<file path="src/design/cosine_similarity_engine_core_defines.svh">
// Assertion macros used by the cosine similarity engine controller.
`ifndef COSINE_SIMILARITY_ENGINE_CORE_DEFINES_SVH
`define COSINE_SIMILARITY_ENGINE_CORE_DEFINES_SVH

// Same-cycle implication on the block clock, off during reset.
`define CSE_CHECK_NOW(label, ante, cons) \
   label: assert property (@(posedge clock) disable iff (reset) (ante) |-> (cons)) \
      else $error("cse check failed");

// Next-cycle implication on the block clock, off during reset.
`define CSE_CHECK_NEXT(label, ante, cons) \
   label: assert property (@(posedge clock) disable iff (reset) (ante) |=> (cons)) \
      else $error("cse check failed");

`endif

</file>
<file path="src/design/cse_pkg.sv">
// Types and constants shared by the cosine similarity engine modules.
`timescale 1ns / 1ps

package cse_pkg;

   localparam int ELEM_W     = 16;
   localparam int PROD_W     = 2 * ELEM_W;
   localparam int SQ_PROD_W  = PROD_W - 1;
   localparam int ACC_W      = 42;
   localparam int NORM_W     = 30;
   localparam int NORM_SHIFT = 20;
   localparam int RAD_W      = ACC_W + NORM_SHIFT;
   localparam int SQ_W       = RAD_W + 1;
   localparam int ROOT_W     = RAD_W / 2;
   localparam int D_W        = 2 * ROOT_W;
   localparam int Q_W        = 16;
   localparam int SIM_W      = 16;
   localparam int CNT_W      = 5;

   localparam int SQRT_STEPS = SQ_W / 2 + 1;
   localparam int DIV_STEPS  = Q_W;

   localparam logic [CNT_W-1:0] SQRT_LAST = CNT_W'(SQRT_STEPS - 1);
   localparam logic [CNT_W-1:0] DIV_LAST  = CNT_W'(DIV_STEPS - 1);

   localparam logic [NORM_W-1:0] MIN_NORM_RESET = NORM_W'(11);

   localparam logic [SQ_W-1:0] SQ_BIT_INIT = SQ_W'(1) << (SQ_W - 1 - (SQ_W % 2 == 0 ? 1 : 0)
                                                       - ((SQ_W - 1) % 2));

   localparam logic signed [ACC_W-1:0] DOT_MAX = {1'b0, {(ACC_W-1){1'b1}}};
   localparam logic signed [ACC_W-1:0] DOT_MIN = {1'b1, {(ACC_W-1){1'b0}}};
   localparam logic [ACC_W-1:0]        NORM_MAX = {ACC_W{1'b1}};

   localparam logic [SIM_W-1:0] SIM_POS_MAX = {1'b0, {(SIM_W-1){1'b1}}};
   localparam logic [SIM_W-1:0] SIM_ONE     = {1'b1, {(SIM_W-1){1'b0}}};

   typedef enum logic [3:0] {
      ST_ACC,
      ST_FLUSH,
      ST_CHECK,
      ST_SQRT_A,
      ST_LOAD_B,
      ST_SQRT_B,
      ST_MUL,
      ST_DIV_INIT,
      ST_DIV,
      ST_DONE
   } state_type;

   typedef struct packed {
      logic capture;
      logic accumulate;
      logic check;
      logic sqrt_load_a;
      logic sqrt_load_b;
      logic sqrt_step;
      logic save_ra;
      logic mul;
      logic div_load;
      logic div_step;
      logic load_rsp;
      logic clear_acc;
   } cmd_type;

   typedef struct packed {
      logic below_floor;
      logic rsp_busy;
   } status_type;

endpackage

</file>
<file path="src/design/cse_ctrl.sv">
// Controller: sequences accumulate, square roots, multiply, divide and result hand-off.
`timescale 1ns / 1ps
`include "cosine_similarity_engine_core_defines.svh"

module cse_ctrl (
   input  logic                  clock,
   input  logic                  reset,
   input  logic                  req_valid,
   output logic                  req_ready,
   input  logic                  req_last,
   input  cse_pkg::status_type   status,
   output cse_pkg::cmd_type      cmd
);

   cse_pkg::state_type           state_ff, state_in;
   logic [cse_pkg::CNT_W-1:0]    cnt_ff, cnt_in;
   logic                         pend_ff, pend_in;

   always_comb begin
      state_in = state_ff;
      case (state_ff)
         cse_pkg::ST_ACC: begin
            if (req_valid && req_last) begin
               state_in = cse_pkg::ST_FLUSH;
            end
         end
         cse_pkg::ST_FLUSH: begin
            state_in = cse_pkg::ST_CHECK;
         end
         cse_pkg::ST_CHECK: begin
            state_in = status.below_floor ? cse_pkg::ST_DONE : cse_pkg::ST_SQRT_A;
         end
         cse_pkg::ST_SQRT_A: begin
            if (cnt_ff == cse_pkg::SQRT_LAST) begin
               state_in = cse_pkg::ST_LOAD_B;
            end
         end
         cse_pkg::ST_LOAD_B: begin
            state_in = cse_pkg::ST_SQRT_B;
         end
         cse_pkg::ST_SQRT_B: begin
            if (cnt_ff == cse_pkg::SQRT_LAST) begin
               state_in = cse_pkg::ST_MUL;
            end
         end
         cse_pkg::ST_MUL: begin
            state_in = cse_pkg::ST_DIV_INIT;
         end
         cse_pkg::ST_DIV_INIT: begin
            state_in = cse_pkg::ST_DIV;
         end
         cse_pkg::ST_DIV: begin
            if (cnt_ff == cse_pkg::DIV_LAST) begin
               state_in = cse_pkg::ST_DONE;
            end
         end
         cse_pkg::ST_DONE: begin
            if (!status.rsp_busy) begin
               state_in = cse_pkg::ST_ACC;
            end
         end
         default: begin
            state_in = cse_pkg::ST_ACC;
         end
      endcase
   end

   always_comb begin
      cmd            = '0;
      req_ready      = 1'b0;
      cmd.accumulate = pend_ff;
      case (state_ff)
         cse_pkg::ST_ACC: begin
            req_ready   = 1'b1;
            cmd.capture = req_valid;
         end
         cse_pkg::ST_CHECK: begin
            cmd.check       = 1'b1;
            cmd.sqrt_load_a = !status.below_floor;
         end
         cse_pkg::ST_SQRT_A: begin
            cmd.sqrt_step = 1'b1;
         end
         cse_pkg::ST_LOAD_B: begin
            cmd.save_ra     = 1'b1;
            cmd.sqrt_load_b = 1'b1;
         end
         cse_pkg::ST_SQRT_B: begin
            cmd.sqrt_step = 1'b1;
         end
         cse_pkg::ST_MUL: begin
            cmd.mul = 1'b1;
         end
         cse_pkg::ST_DIV_INIT: begin
            cmd.div_load = 1'b1;
         end
         cse_pkg::ST_DIV: begin
            cmd.div_step = 1'b1;
         end
         cse_pkg::ST_DONE: begin
            cmd.load_rsp  = !status.rsp_busy;
            cmd.clear_acc = !status.rsp_busy;
         end
         default: begin
            req_ready = 1'b0;
         end
      endcase
   end

   always_comb begin
      cnt_in = cnt_ff;
      if (cmd.sqrt_load_a || cmd.sqrt_load_b || cmd.div_load) begin
         cnt_in = '0;
      end else if (cmd.sqrt_step || cmd.div_step) begin
         cnt_in = cnt_ff + cse_pkg::CNT_W'(1);
      end
   end

   assign pend_in = cmd.capture;

   always_ff @(posedge clock) begin
      if (reset) begin
         state_ff <= cse_pkg::ST_ACC;
         cnt_ff   <= '0;
         pend_ff  <= 1'b0;
      end else begin
         state_ff <= state_in;
         cnt_ff   <= cnt_in;
         pend_ff  <= pend_in;
      end
   end

   `CSE_CHECK_NEXT(a_last_blocks_input, cmd.capture && req_last, !req_ready)
   `CSE_CHECK_NOW(a_load_when_free, cmd.load_rsp, !status.rsp_busy)
   `CSE_CHECK_NEXT(a_clear_no_accumulate, cmd.clear_acc, !cmd.accumulate)
   `CSE_CHECK_NEXT(a_sqrt_start, cmd.sqrt_load_a, (state_ff == cse_pkg::ST_SQRT_A) && (cnt_ff == '0))

endmodule

</file>
<file path="config.mk">
export PLATFORM = sky130hd
export DESIGN_NAME = cse_ctrl
export DESIGN_NICKNAME = d
export VERILOG_FILES = /design/src/design/cse_pkg.sv /design/src/design/cse_ctrl.sv
export VERILOG_INCLUDE_DIRS = /design/src /design/src/design
export SDC_FILE = /design/constraint.sdc
export NUM_CORES = 1
export LEC_CHECK = 0
export CAP_MARGIN = 10
export CORE_MARGIN = 2
export CORE_UTILIZATION = 50
export DETAILED_ROUTE_END_ITERATION = 6
export DONT_BUFFER_PORTS = 1
export SKIP_CTS_REPAIR_TIMING = 1
export SYNTH_ARGS = -nofsm -noshare
export SYNTH_HDL_FRONTEND = slang
export SYNTH_SLANG_ARGS = --single-unit
</file>
<file path="constraint.sdc">
create_clock -name clock -period 2.4 [get_ports clock]
set_input_delay 0.36 -clock clock [delete_from_list [all_inputs] [get_ports clock]]
set_output_delay 0.36 -clock clock [all_outputs]
set_load 0.02 [all_outputs]
</file>
==> reports/summary.txt <==
Peak supply drop: 0.443 mV
Crit-path max FO: 12
CP endpoint kind: output pin
Placer Congestion: 0.812
Largest net degree at the start of global routing: 15
Setup violations, final: 0
Clock buffer depth: 2
Clock Skews: 0.000851 ns
Max stage delay on crit path: 0.59 ns
Crit path kind: flop to output pin
Overflow after GRT: 0
Skew-Pair Late Insertion Delay: 0.27 ns
DRT antenna net count: 0
Detailed Place HPWL: 1.05 mm
Synth Warn #: 0
Crit path cell chain: nand2b_1 > nor3_1
Mapped Cells: 85
Post-route clock period utilization: 81.5%
Worst hold margin: 0.145 ns
Slew HR: 58.8%
Min Tclk post-route: 1.96 ns
Critical Path Start Type: flop
Mapped Area: 694 µm²
N_diodes: 0
Routed WL: 1.39 mm
Layout Nets: 96
Slew Limit Fails: 0
CORE AREA: 0.00130 mm²
Clk sinks: 10
Crit path DAT: 1.60 ns
Upper clock frequency limit: 511 MHz
Gr usage total: 19.3%
Row cnt: 13
Mapped Nets: 94
CTS tree: yes
Vias post-DR: 572
Initial antenna violation count: 0
Die height: 41.3 µm
Total Neg Setup Slack: 0 ns
First-pass GRT wire length: 1.91 mm
Fin. Hold Viols: 0
Number of synthesized register bits: 10
Post-synth top flop: dfxtp_1
H-tree depth: 1
EDFF count, synth: 0
Critical-path top delay cell: dfxtp_1
Fraction of registers with async set/reset: 0%
Vias in the first global route: 432
Seq/Total Area, Yosys: 28.8%
Leak Pwr: 0.000281 µW
Wire per inst: 13.8 µm
P&R area growth vs syn: 6.49%
CTS buffer count: 3
IO buf count: 0
Starting Density: 53.4%
DRT iter0 DRCs: 9
Critical path required time: 2.04 ns
Post-synth top area share: 28.8%
Synth top area cells: dfxtp_1 (29%), ha_1 (5.4%), buf_4 (4.3%)
Via density: 5.66
Cell Pwr Density: 884 mW/mm²
Worst-margin pin slew: 0.613 ns
Root Driver: clkbuf_4
Average size of a mapped cell: 8.17 µm²
Clk slew on worst S/H paths: 0.06 ns
Layout cells sized above 1: 15.1%
Pwr Total: 654 µW
Max Cap Viol: 0
Post-route cell area: 739 µm²
Die X: 41.3 µm
Io pins: 19
Hold Crit Class: primary input to flop
Outcome: finished clean
Placed Area: 703 µm²
RSZ-0062 raised after global routing: false
Synth cell types: 36
First drt pass iteration count: 4
DR DRC count: 0
Yosys top cell by area: dfxtp_1
Die Area: 0.00170 mm²
[critical path: cells and delay by family, from the launching register on]
kind,cells,cell delay [ns]
flip-flops,1,0.59
AND/OR/NAND/NOR,2,0.73
[per-layer routing]
layer | vias up | track usage (%) | share of wire (%)
li1 | 298 | - | -
met2 | 15 | 25.8 | 43
met1 | 255 | 21.5 | 46
met5 | - | 0 | 0
met4 | 0 | 14.5 | 2.9
met3 | 4 | 12.5 | 7.8
[path summary, 6_finish.rpt]
| check | cells past startpoint | from | to | slack [ns] |
|---|---|---|---|---|
| setup / recovery | 2 | state_ff[1]$_SDFFE_PP0P_ | cmd[9] | 0.44 |
| hold / removal | 1 | reset | state_ff[2]$_SDFFE_PP0P_ | 0.15 |
| hold reg to reg | 2 | cnt_ff[3]$_SDFFE_PP0P_ | cnt_ff[3]$_SDFFE_PP0P_ | 0.49 |
| setup reg to reg | 7 | cnt_ff[0]$_SDFFE_PP0P_ | state_ff[0]$_SDFFE_PP0P_ | 0.66 |
[placed cells by master, fill, tap and decap left out, drive strengths merged]
master and instances:
a211oi 1, inv 4, and3 2, xnor2 1, nand2b 4, buf 5, a21oi 4, a31oi 2
nor4 2, nor2 6, nor3b 1, dfxtp 10, nor3 4, mux2i 1, nand2 6, o31ai 1
a2111oi 1, o32a 1, nand3 3, nor2b 4, and2 1, a22o 1, nor4b 2, o22a 1
or3 2, clkbuf 4, xor2 2, o21ai 5, a22oi 1, ha 3, o21bai 1
[Yosys cell counts (2+ instances only)]
cell type / count
o21ai_0: 5
nand3_1: 3
nor2_1: 6
nor3_1: 4
a21oi_1: 4
nand2_1: 6
and3_1: 2
inv_1: 4
nand2b_1: 4
dfxtp_1: 10
ha_1: 3
buf_4: 4
clkbuf_1: 2
nor2b_1: 4
buf_2: 2
or3_1: 2
[cell families (layout without fill, tap and decap cells)]
family | Yosys count | after routing | share of synthesized area [%]
multiplexers | 1 | 1 | 1.44
buffers and inverters | 12 | 13 | 9.01
flip-flops | 10 | 10 | 28.8
AND/OR/NAND/NOR | 37 | 37 | 30.4
XOR/XNOR | 3 | 3 | 4.87
AO/OA/AOI/OAI | 19 | 19 | 20.0
adder cells (fa/ha/maj) | 3 | 3 | 5.41
[power by group]
group | switching, µW | internal, µW | total (µW)
Sequential | 62.6 | 190 | 252
Clock | 61.9 | 92.4 | 154
Combinational | 147 | 100 | 247
[state kept, by name (all words and copies together) (netlist names)]
| register | count |
|---|---|
| state_ff | 4 |
| pend_ff | 1 |
| cnt_ff | 5 |
[final cells by class]
| cell class | instances | area [µm²] |
|---|---|---|
| inverter | 4 | 15.0 |
| fill | 121 | 562 |
| tap | 15 | 18.8 |
| timing repair buffer | 5 | 37.5 |
| sequential | 10 | 200 |
| clock buffer | 4 | 36.3 |
| multi-input combinational | 63 | 432 |
[per-stage QoR]
| stage | utilization [%] | setup slack (ns) | cells |
|---|---|---|---|
| floorplan | - | 0.387 | 85 |
| global placement | 54.0 | 0.661 | 97 |
| detailed placement | 54.0 | 0.644 | 97 |
| CTS | 56.8 | 0.418 | 101 |
| global route | 56.8 | 0.287 | 101 |
| finish | 56.8 | 0.445 | 101 |
No activity file was read; power rests on OpenSTA's default activity.
